==> src/rtl/core/rms_pkg.sv <==
// ----------------------------------------------------------------------------
// rms_pkg: shared types and constants for the running median store
// Status codes, item kinds, controller states and the cell control bundle.
// ----------------------------------------------------------------------------
package rms_pkg;

    localparam int DEF_CAPACITY = 64;
    localparam int VALUE_W      = 32;

    typedef enum logic [0:0] {
        KIND_INSERT = 1'b0,
        KIND_REMOVE = 1'b1
    } kind_t;

    typedef enum logic [1:0] {
        STAT_INSERTED = 2'd0,
        STAT_REMOVED  = 2'd1,
        STAT_FULL     = 2'd2,
        STAT_EMPTY    = 2'd3
    } status_t;

    typedef enum logic [0:0] {
        ST_IDLE = 1'b0,
        ST_EXEC = 1'b1
    } state_t;

    typedef struct packed {
        logic               ins;
        logic               rem;
        logic [VALUE_W-1:0] value;
    } cell_ctl_t;

endpackage

==> src/rtl/core/rms_cell.sv <==
// ----------------------------------------------------------------------------
// rms_cell: one slot of the sorted store
// Holds one entry, compares it with the insert value and shifts with its
// neighbors: right on insert, left on median removal.
// ----------------------------------------------------------------------------
module rms_cell #(
    parameter int CW  = 7,
    parameter int IDX = 0
) (
    input  logic                        clk,
    input  rms_pkg::cell_ctl_t          ctl,
    input  logic [CW-1:0]               count,
    input  logic [CW-1:0]               mid_idx,
    input  logic [rms_pkg::VALUE_W-1:0] left_entry,
    input  logic                        left_gt,
    input  logic [rms_pkg::VALUE_W-1:0] right_entry,
    output logic [rms_pkg::VALUE_W-1:0] entry,
    output logic                        gt,
    output logic [rms_pkg::VALUE_W-1:0] tap
);
    import rms_pkg::*;

    localparam logic [CW-1:0] IDX_C = CW'(IDX);

    logic [VALUE_W-1:0] entry_reg;
    logic [VALUE_W-1:0] entry_next;

    // occupied and larger than the value: this slot moves up on insert
    assign gt    = (IDX_C < count) && (entry_reg > ctl.value);
    assign entry = entry_reg;
    assign tap   = (IDX_C == mid_idx) ? entry_reg : '0;

    always_comb
    begin
        entry_next = entry_reg;
        if (ctl.ins)
        begin
            if (left_gt)
                entry_next = left_entry;
            else if (gt || (IDX_C == count))
                entry_next = ctl.value;
        end
        else if (ctl.rem)
        begin
            if (IDX_C >= mid_idx)
                entry_next = right_entry;
        end
    end

    always_ff @(posedge clk)
    begin
        entry_reg <= entry_next;
    end

endmodule

==> config.mk <==
export PLATFORM = sky130hd
export DESIGN_NAME = rms_cell
export DESIGN_NICKNAME = d
export VERILOG_FILES = /design/src/rtl/core/rms_pkg.sv /design/src/rtl/core/rms_cell.sv
export SDC_FILE = /design/constraint.sdc
export NUM_CORES = 1
export LEC_CHECK = 0
export BUFFER_PORTS_ARGS = -buffer_cell sky130_fd_sc_hd__buf_2
export CORE_ASPECT_RATIO = 2
export CORE_UTILIZATION = 43
export DETAILED_ROUTE_END_ITERATION = 12
export PLACE_DENSITY = 0.85
export SLEW_MARGIN = 25
export SYNTH_ARGS = -nofsm -noshare
export SYNTH_HDL_FRONTEND = slang
export SYNTH_SLANG_ARGS = --single-unit
==> constraint.sdc <==
create_clock -name clk -period 5 [get_ports clk]
set_input_delay 0.25 -clock clk [delete_from_list [all_inputs] [get_ports clk]]
set_output_delay 0.25 -clock clk [all_outputs]
set_load 0.01 [all_outputs]
Yosys cells after proc, flatten, opt, wreduce, memory -nomap -nowiden
Cells that the tools add are included.

Word-level logic and storage cells: 18. Output and inout port bits: 65. Register bits: 32. Input bits: 114.

Reduce and logical (&&, ||, !) cells: 7. Magnitude comparators: 3. Eq/ne operators: 1. Mux-type cells: 6.

Operators with widths (count): 32-bit two-way mux (6); 32-bit greater-than comparator (1); 7-bit logical NOT (2); 1-bit by 7-bit >= comparator with 1-bit output (first input constant) (1); 1-bit by 7-bit less-than comparator with 1-bit output (first input constant) (1); 2-bit nonzero test (2); 3-bit by 1-bit != test with 1-bit output (second input constant) (1); 3-bit AND reduction (1); 1-bit logical AND (1); 1-bit logical OR (1).

Longest topological paths before layout
Gate-level depths: netlist (run 1).

Depth in word-level cells: 6. Mapped depth: 7. Mapped depth without buffers: 7.

Worst setup path before layout (run 1)
OpenSTA, ideal clock, no wires.

Path kind: register -> register. Start point: reg entry_reg[30] (netlist: entry[30]). End point: reg entry_reg[0] (netlist: entry[0]) (enable). Path buffers: 0. Setup time: 470 ps. Cell stages (with the launch flop): 6. Path slack: 558 ps. Data required time: 4530 ps. Clock period less this slack: 4442 ps. Data arrival time: 3972 ps. Cell sequence: edfxtp_1 > ha_1 > nand4_1 > a2111oi_0 > nor4_1 > a211oi_1.

Cells in the longest elaborated chain, start to end: 5.

RTL lines: from (decl) (RTL line rms_cell.sv:25) `logic [VALUE_W-1:0] entry_reg;`; from (signal assigned) (RTL line rms_cell.sv:52) `entry_reg <= entry_next;`; 32-bit greater-than comparator (RTL line rms_cell.sv:29) `assign gt = (IDX_C < count) && (entry_reg > ctl.value);`; 1-bit logical AND (RTL line rms_cell.sv:29); 1-bit logical OR (RTL line rms_cell.sv:40) `else if (gt || (IDX_C == count))`; 3-bit by 1-bit != test with 1-bit output (no line); 3-bit AND reduction (no line).

No other way between the ends. A chain may end at the register's enable or synchronous reset.

Worst setup path after layout (run 1)
Start point: reg entry_reg[30] (netlist: entry[30]). End point: reg entry_reg[15] (netlist: entry[15]) (enable).

The elaborated chain is that of the path after synthesis.

==> impl_metrics.yaml, run 1 <==
global_routing:
  grt.overflow.total: 0
  top_usage_layer: "met2"
  grt_max_degree: 67
  use_met3: 0.0328
  grt_pass1_wl_um: 12700
  grt_usage: 0.252
  grt_antenna_before_repair: 1
  gr-usage-met2: 0.490
  grt_pass1_vias: 2778
  grt_use_met1: 0.259
clock_tree:
  ctsResizeCount: 0
  root_buffer: "clkbuf_16"
  cts_buffer_depth: 2
  path_clk_slew_ps: 50
  cts_tree: "built"
  ctsHoldBuffers: 0
  numClockSinks: 32
  clk_latency_ps: 270
  cts_made_buffers: 5
  post_cts_buffers: 0
  htreeDepth: 2
floorplanning:
  die_h_um: 115
  die_w_um: 58.3
  rows: 40
  start_util: 0.450
  num_io_pins: 179
  die-area_mm2: 0.00668
  coreArea_mm2: 0.00606
sta:
  timing.final.crit_share: 0.623
  fmax_mhz: 321
  setup_viol: 0
  finalHoldViolations: 0
  final.setup.tns_ps: 0
  slew_headroom: 0.327
  worst_pin_slew_ps: 1010
  maxSlewViolCount: 0
  rsz0062_at_grt: "no"
  fin_skew_ps: 3.51
  min_period_ps: 3120
final_layout:
  largest_register_ffs: 32
  fillers: 536
  final_cell_mix: "178 x buf_2, 46 x a21oi_1, 34 x nor2_1"
  syn_to_final_growth_pct: 40.8
  final_common_cell: "buf_2"
  fin_nets: 616
  drive_gt1_frac: 0.450
job:
  cap_violations: 0
power:
  power.total_mw: 0.847
  p_seq_frac: 0.404
  power.density_mw_per_mm2: 221
  p_clk_frac: 0.338
  power_leakage_nw: 2.08
  p_int_mw: 0.608
  switching_share: 0.282
  peakVddDrop_mv: 0.147
  p_sw_mw: 0.239
  p_comb_frac: 0.258
logic_synthesis:
  yosysWarnings: 0
  synthArstFlopShare: 0
  ys_seq_elements: 32
  synth_area_leaders: "edfxtp_1 35%, ha_1 15%, mux2i_1 12%, a21oi_1 8.4%, and2_2 5.8%"
  synth_top_area_frac: 0.353
  syn_area_per_cell_um2: 9.21
  synthCells: 296
  syn_nets: 442
  yosys.cell_types.count: 30
  yosys.area.top_type: "edfxtp_1"
  synth_area_mm2: 0.00273
  synth-main-ff-cell: "edfxtp_1"
  synth-edff-count: 32
  synth_seq_area_share: 0.353
critical_path:
  cp_slowest_cell: "a211oi_4"
  cp-start-kind: "flop"
  r2r.worst_path.cells: 6
  cp.depth: 6
  r2r-start: "entry[30]$_DFFE_PP_"
  critPathRequiredTime_ps: 4960
  crit_arrival_ps: 3080
  slowest_delay_ps: 730
  path_buf_inv: 1
  cp-end-kind: "flop"
  worstPathMaxFanout: 18
  cp_cell_sequence: "ha_1 -> nand4_1 -> a2111oi_0 -> nor4_1 -> a211oi_4 -> buf_4"
  rrSetupSlack_ps: 1880
  crit_type: "reg2reg"
  crit_family: "compound AO/OA/AOI/OAI gates"
  worst_r2r_endpoint: "entry[15]$_DFFE_PP_"
min_path:
  hold-path-cell-count: 3
  hp-start: "right_entry[5]"
  whs_endpoint: "entry[5]$_DFFE_PP_"
  hp-class: "in2reg"
outcome:
  outcome: "finished clean"
drt:
  avgRoutedWirePerCell_um: 14.8
  drt-initial-drc-count: 116
  drt_drc_violations_left: 0
  first_pass_iters: 4
  wl_um: 8240
  num_vias: 2836
  drt-vias-per-instance: 5.10
  ant_nets: 0
placement:
  dpl.hpwl_um: 6750
  routabilityCongestion: 0.862
  io_buffers: 178
kinds of logic (layout without fill, tap and decap cells):
family          Yosys count  count (layout)  share of synthesized area
compound gates           59              59                      0.120
fa+ha+maj                32              32                      0.147
buf+inv                  46             221                     0.0661
flops                    32              32                      0.353
mux                      32              32                      0.118
other cells               0               1                          0
simple gates             95              95                      0.197
worst register-to-register path, cell delays in order, from the launching register on:
cell and delay, ps:
edfxtp_1 410, ha_1 340, nand4_1 170, a2111oi_0 580, nor4_1 180, a211oi_4 730, buf_4 390
worst max path at each step:
| stage | startpoint | endpoint |
|---|---|---|
| after floorplan | entry[30]$_DFFE_PP_ | entry[0]$_DFFE_PP_ |
| after global placement | entry[15]$_DFFE_PP_ | entry[15]$_DFFE_PP_ |
| after detailed placement | entry[30]$_DFFE_PP_ | entry[15]$_DFFE_PP_ |
| after CTS | entry[30]$_DFFE_PP_ | entry[15]$_DFFE_PP_ |
| after global routing | entry[30]$_DFFE_PP_ | entry[13]$_DFFE_PP_ |
| final | entry[30]$_DFFE_PP_ | entry[15]$_DFFE_PP_ |
synth_stat cells (2+ instances only):
| master | count |
|---|---|
| a211oi_1 | 2 |
| a21o_1 | 4 |
| a21oi_1 | 46 |
| and2_1 | 11 |
| and2_2 | 21 |
| buf_2 | 3 |
| clkbuf_1 | 7 |
| clkbuf_2 | 3 |
| edfxtp_1 | 32 |
| ha_1 | 32 |
| inv_1 | 32 |
| mux2i_1 | 32 |
| nand2_1 | 5 |
| nand3_1 | 6 |
| nand4_1 | 7 |
| nor2_1 | 34 |
| nor3_1 | 3 |
| nor4_1 | 3 |
| o21ai_0 | 2 |
power groups by stage:
stage          registers [mW]  logic, mW  clock network, mW
5_1_grt                 0.345      0.245              0.304
6_report                0.342      0.218              0.287
2_1_floorplan           0.354      0.107                  0
4_1_cts                 0.342      0.220              0.290
3_3_place_gp            0.345      0.210                  0
3_5_place_dp            0.347      0.219                  0
metrics by stage:
step	cells	utilization	worst slack, ps	instance area (um^2)	hold slack, ps
2_1_floorplan	296	-	558	2730	476
3_3_place_gp	547	0.610	2000	3700	572
3_5_place_dp	547	0.610	1900	3700	580
4_1_cts	555	0.633	1890	3830	299
5_1_grt	555	0.633	1670	3830	309
6_report	556	0.634	1880	3840	299
area by class of cell:
type,instances,area (um^2),area share
diodes,1,2.50,0.000652
clock buffers,5,125,0.0326
clock inverters,3,13.8,0.00359
inverters,32,120,0.0313
multi-input cells,218,1600,0.416
flip-flops and latches,32,961,0.250
well taps,84,105,0.0274
repair buffers,181,913,0.238
routing by layer:
metal	vias to the layer above	wire (um)
li1	1399	-
met1	1320	2960
met2	104	4800
met3	13	317
met4	0	157
met5	-	0
Power figures use the tool's default switching activity.
==> inputs of run 2 (changes only) <==
Settings changed: CORE_UTILIZATION 43 to 39, PLACE_DENSITY 0.85 to 0.81.
Clock period 5 ns to 2.8 ns, I/O delays scaled along.
==> run 2 against run 1 <==
Compared with the run above:
- final area rose by 1.1%
- register-to-register slack got worse by 1600 ps
- via count unchanged
- non-clock buffer count up 2
- global-route usage is 2.2 points lower
- die area up 10%
- clock power increased by 74%
- power is 78% higher
- core utilization is 5.2 points lower
- sequential cell count stayed put
- worst hold slack worse by 110 ps
==> impl_metrics.yaml, run 2 (synthesized netlist as in run 1, its figures left out) <==
outcome:
  outcome: "finished clean"
floorplanning:
  die-area_mm2: 0.00735
  start_util: 0.408
  die_h_um: 120
  die_w_um: 61.1
  num_io_pins: 179
  coreArea_mm2: 0.00667
  rows: 42
final_layout:
  design_area_mm2: 0.00388
  finish.utilization: 0.582
  largest_register_ffs: 32
  fillers: 614
  syn_to_final_growth_pct: 42.4
  final_cell_mix: "178 x buf_2, 46 x a21oi_1, 34 x nor2_1"
  drive_gt1_frac: 0.456
  fin_nets: 618
  antenna_cells: 0
  final_common_cell: "buf_2"
clock_tree:
  root_buffer: "clkbuf_16"
  cts_buffer_depth: 2
  htreeDepth: 2
  cts_tree: "built"
  path_clk_slew_ps: 50
  clk_latency_ps: 270
  ctsResizeCount: 0
  numClockSinks: 32
  cts_made_buffers: 5
critical_path:
  critPathRequiredTime_ps: 2830
  worstPathMaxFanout: 8
  cp-end-kind: "flop"
  crit_type: "reg2reg"
  crit_arrival_ps: 2520
  cp-start-kind: "flop"
drt:
  drt-initial-drc-count: 84
  drt-vias-per-instance: 5.06
  num_vias: 2836
  drt_drc_violations_left: 0
  ant_nets: 0
  wl_um: 8360
  avgRoutedWirePerCell_um: 14.9
  first_pass_iters: 4
sta:
  fmax_mhz: 402
  timing.final.crit_share: 0.889
  slew_headroom: 0.629
  min_period_ps: 2490
  whs_ps: 189
  rsz0062_at_grt: "no"
  finalHoldViolations: 0
  fin_skew_ps: 3.51
  worst_pin_slew_ps: 556
  maxSlewViolCount: 0
  final.setup.tns_ps: 0
  setup_viol: 0
global_routing:
  grt.overflow.total: 0
  grt_pass1_vias: 2879
  grt_pass1_wl_um: 12400
  grt_antenna_before_repair: 0
  grt_max_degree: 49
  grt_usage: 0.230
min_path:
  hp-class: "in2reg"
placement:
  io_buffers: 178
  dpl.hpwl_um: 6910
  place_area_mm2: 0.00374
  routabilityCongestion: 0.838
power:
  power.total_mw: 1.51
  peakVddDrop_mv: 0.270
  power_leakage_nw: 2.09
  power.density_mw_per_mm2: 389
job:
  cap_violations: 0
## run 2: power by group
group	leakage (nW)	switching (mW)	internal (mW)
clock	0.0648	0.182	0.317
sequential	0.305	0.0271	0.581
combinational	1.72	0.214	0.188
## run 2: metrics by stage
step	std cells	worst slack (ps)
floorplan	296	0.714
global placement	552	160
detailed placement	552	23.1
CTS	559	18.7
global route	560	181
finish	560	310
## run 2: final cells by class
class | count | area [um^2] | area share
multi-input combinational | 218 | 1620 | 0.417
tap | 88 | 110 | 0.0284
timing repair buffer | 183 | 941 | 0.242
clock inverter | 2 | 7.51 | 0.00193
sequential | 32 | 961 | 0.248
inverter | 32 | 120 | 0.0309
clock buffer | 5 | 125 | 0.0322
## run 2: per-layer routing
| layer | global-route usage | up-vias | wire length, um |
|---|---|---|---|
| met1 | 0.194 | 1290 | 2670 |
| met3 | 0.0235 | 24 | 353 |
| li1 | - | 1398 | - |
| met4 | 0.125 | 0 | 360 |
| met5 | 0 | - | 0 |
| met2 | 0.465 | 124 | 4980 |
## run 2: timing repair
| item | in CTS | in global routing |
|---|---|---|
| hold buffers | 0 | 0 |
| setup buffers | 0 | 1 |
| endpoints found under the hold margin | 0 | 0 |
| endpoints found under the setup margin | 0 | 24 |
## run 2: final timing paths
path / start / end / slack (ps) / cells past startpoint
setup / recovery: entry[30]$_DFFE_PP_ / entry[28]$_DFFE_PP_ / 310 / 7
hold / removal: right_entry[24] / entry[24]$_DFFE_PP_ / 190 / 3
setup reg to reg: entry[30]$_DFFE_PP_ / entry[28]$_DFFE_PP_ / 310 / 7
hold reg to reg: entry[16]$_DFFE_PP_ / entry[1]$_DFFE_PP_ / 1280 / 6
## run 2: critical path: stages (launching register included)
cell and delay [ps]:
edfxtp_1 440, ha_1 340, nand4_1 220, nor2_1 80, a221o_1 340, nor4_1 470, a211oi_4 140, buf_4 210
==> inputs of run 3 (changes only) <==
Settings changed: RECOVER_POWER from default to 25.
==> run 3 against run 2 <==
Compared with the run above:
- combinational power shrank 2%
- power is 0.51% lower
- clock-buffer cell count unchanged
- sequential power hardly changed
- final area fell by 1.0%
- maximum frequency shrank 0.17%
- routed wire length is 0.30% higher
- clock skew about the same
- worst hold slack barely moved
- non-clock buffer count stayed put
- final cell count unchanged
- clock power barely moved
- critical path type unchanged
- largest cell class unchanged
==> impl_metrics.yaml, run 3 (synthesized netlist as in run 1, its figures left out) <==
global_routing:
  grt_antenna_before_repair: 0
  grt.overflow.total: 0
  grt_max_degree: 49
  grt_pass1_vias: 2879
  grt_pass1_wl_um: 12400
  grt_usage: 0.230
clock_tree:
  numClockSinks: 32
  htreeDepth: 2
  cts_buffer_depth: 2
  cts_made_buffers: 5
  cts_tree: "built"
  ctsResizeCount: 0
  path_clk_slew_ps: 50
  root_buffer: "clkbuf_16"
  clk_latency_ps: 270
sta:
  min_period_ps: 2490
  fin_skew_ps: 3.58
  slew_headroom: 0.627
  setup_viol: 0
  fmax_mhz: 401
  maxSlewViolCount: 0
  worst_pin_slew_ps: 560
  final.setup.tns_ps: 0
  whs_ps: 189
  rsz0062_at_grt: "no"
  timing.final.crit_share: 0.891
  finalHoldViolations: 0
critical_path:
  worstPathMaxFanout: 24
  crit_type: "reg2reg"
  rrSetupSlack_ps: 310
  critPathRequiredTime_ps: 2830
  crit_arrival_ps: 2520
  cp-end-kind: "flop"
  cp-start-kind: "flop"
job:
  cap_violations: 0
outcome:
  outcome: "finished clean"
drt:
  wl_um: 8380
  drt-vias-per-instance: 5.09
  ant_nets: 0
  first_pass_iters: 4
  avgRoutedWirePerCell_um: 15.0
  num_vias: 2849
  drt-initial-drc-count: 115
  drt_drc_violations_left: 0
power:
  power.density_mw_per_mm2: 391
  power_leakage_nw: 2.01
  peakVddDrop_mv: 0.270
final_layout:
  drive_gt1_frac: 0.388
  largest_register_ffs: 32
  syn_to_final_growth_pct: 41.0
  final_common_cell: "buf_2"
  final_cell_mix: "146 x buf_2, 46 x a21oi_1, 34 x nor2_1"
  antenna_cells: 0
  fin_nets: 618
placement:
  routabilityCongestion: 0.838
  dpl.hpwl_um: 6910
  io_buffers: 178
floorplanning:
  coreArea_mm2: 0.00667
  die_w_um: 61.1
  start_util: 0.408
  die-area_mm2: 0.00735
  rows: 42
  num_io_pins: 179
  die_h_um: 120
min_path:
  hp-class: "in2reg"
==> run 3: path summary, 6_finish.rpt <==
path | startpoint | cells past startpoint | to
setup / recovery | entry[30]$_DFFE_PP_ | 7 | entry[23]$_DFFE_PP_
hold / removal | right_entry[24] | 3 | entry[24]$_DFFE_PP_
setup reg to reg | entry[30]$_DFFE_PP_ | 7 | entry[23]$_DFFE_PP_
hold reg to reg | entry[16]$_DFFE_PP_ | 6 | entry[1]$_DFFE_PP_
==> run 3: what timing repair did <==
action	4_1_cts	5_1_grt
buffers inserted	0	1
hold buffers	0	0
endpoints found under the setup margin	0	24
==> run 3: critical path: stages (launching register included) <==
cell and delay, ps:
edfxtp_1 440, ha_1 340, nand4_1 220, nor2_1 80
a221o_1 340, nor4_1 470, a211oi_4 140, buf_12 200
==> run 3: layout make-up <==
type / count / area [um^2]
repair buffers: 183 / 901
flip-flops and latches: 32 / 961
clock buffers: 5 / 125
inverters: 32 / 120
clock inverters: 2 / 7.51
multi-input cells: 218 / 1620
fillers: 634 / 2830
well taps: 88 / 110
==> run 3: layer usage <==
metal / vias up / wire [um] / GRT usage
li1: 1397 / - / -
met1: 1297 / 2670 / 0.194
met2: 129 / 4960 / 0.465
met3: 26 / 365 / 0.0235
met4: 0 / 386 / 0.125
met5: - / 0 / 0
==> run 3: report_power, final <==
part           internal [mW]  switching (mW)  leakage (nW)
clock network          0.317           0.182        0.0648
registers              0.581          0.0283         0.305
logic                  0.179           0.215          1.64
==> run 3: through the flow <==
step | setup slack (ps) | utilization | cell area [um^2] | instances | power (mW)
floorplan | 0.714 | - | 2760 | 296 | 0.825
detailed placement | 23.1 | 0.561 | 3740 | 552 | 1.02
finish | 306 | 0.576 | 3840 | 560 | 1.50
global route | 169 | 0.576 | 3840 | 560 | 1.59
global placement | 160 | 0.561 | 3740 | 552 | 0.997
CTS | 18.7 | 0.580 | 3870 | 559 | 1.52
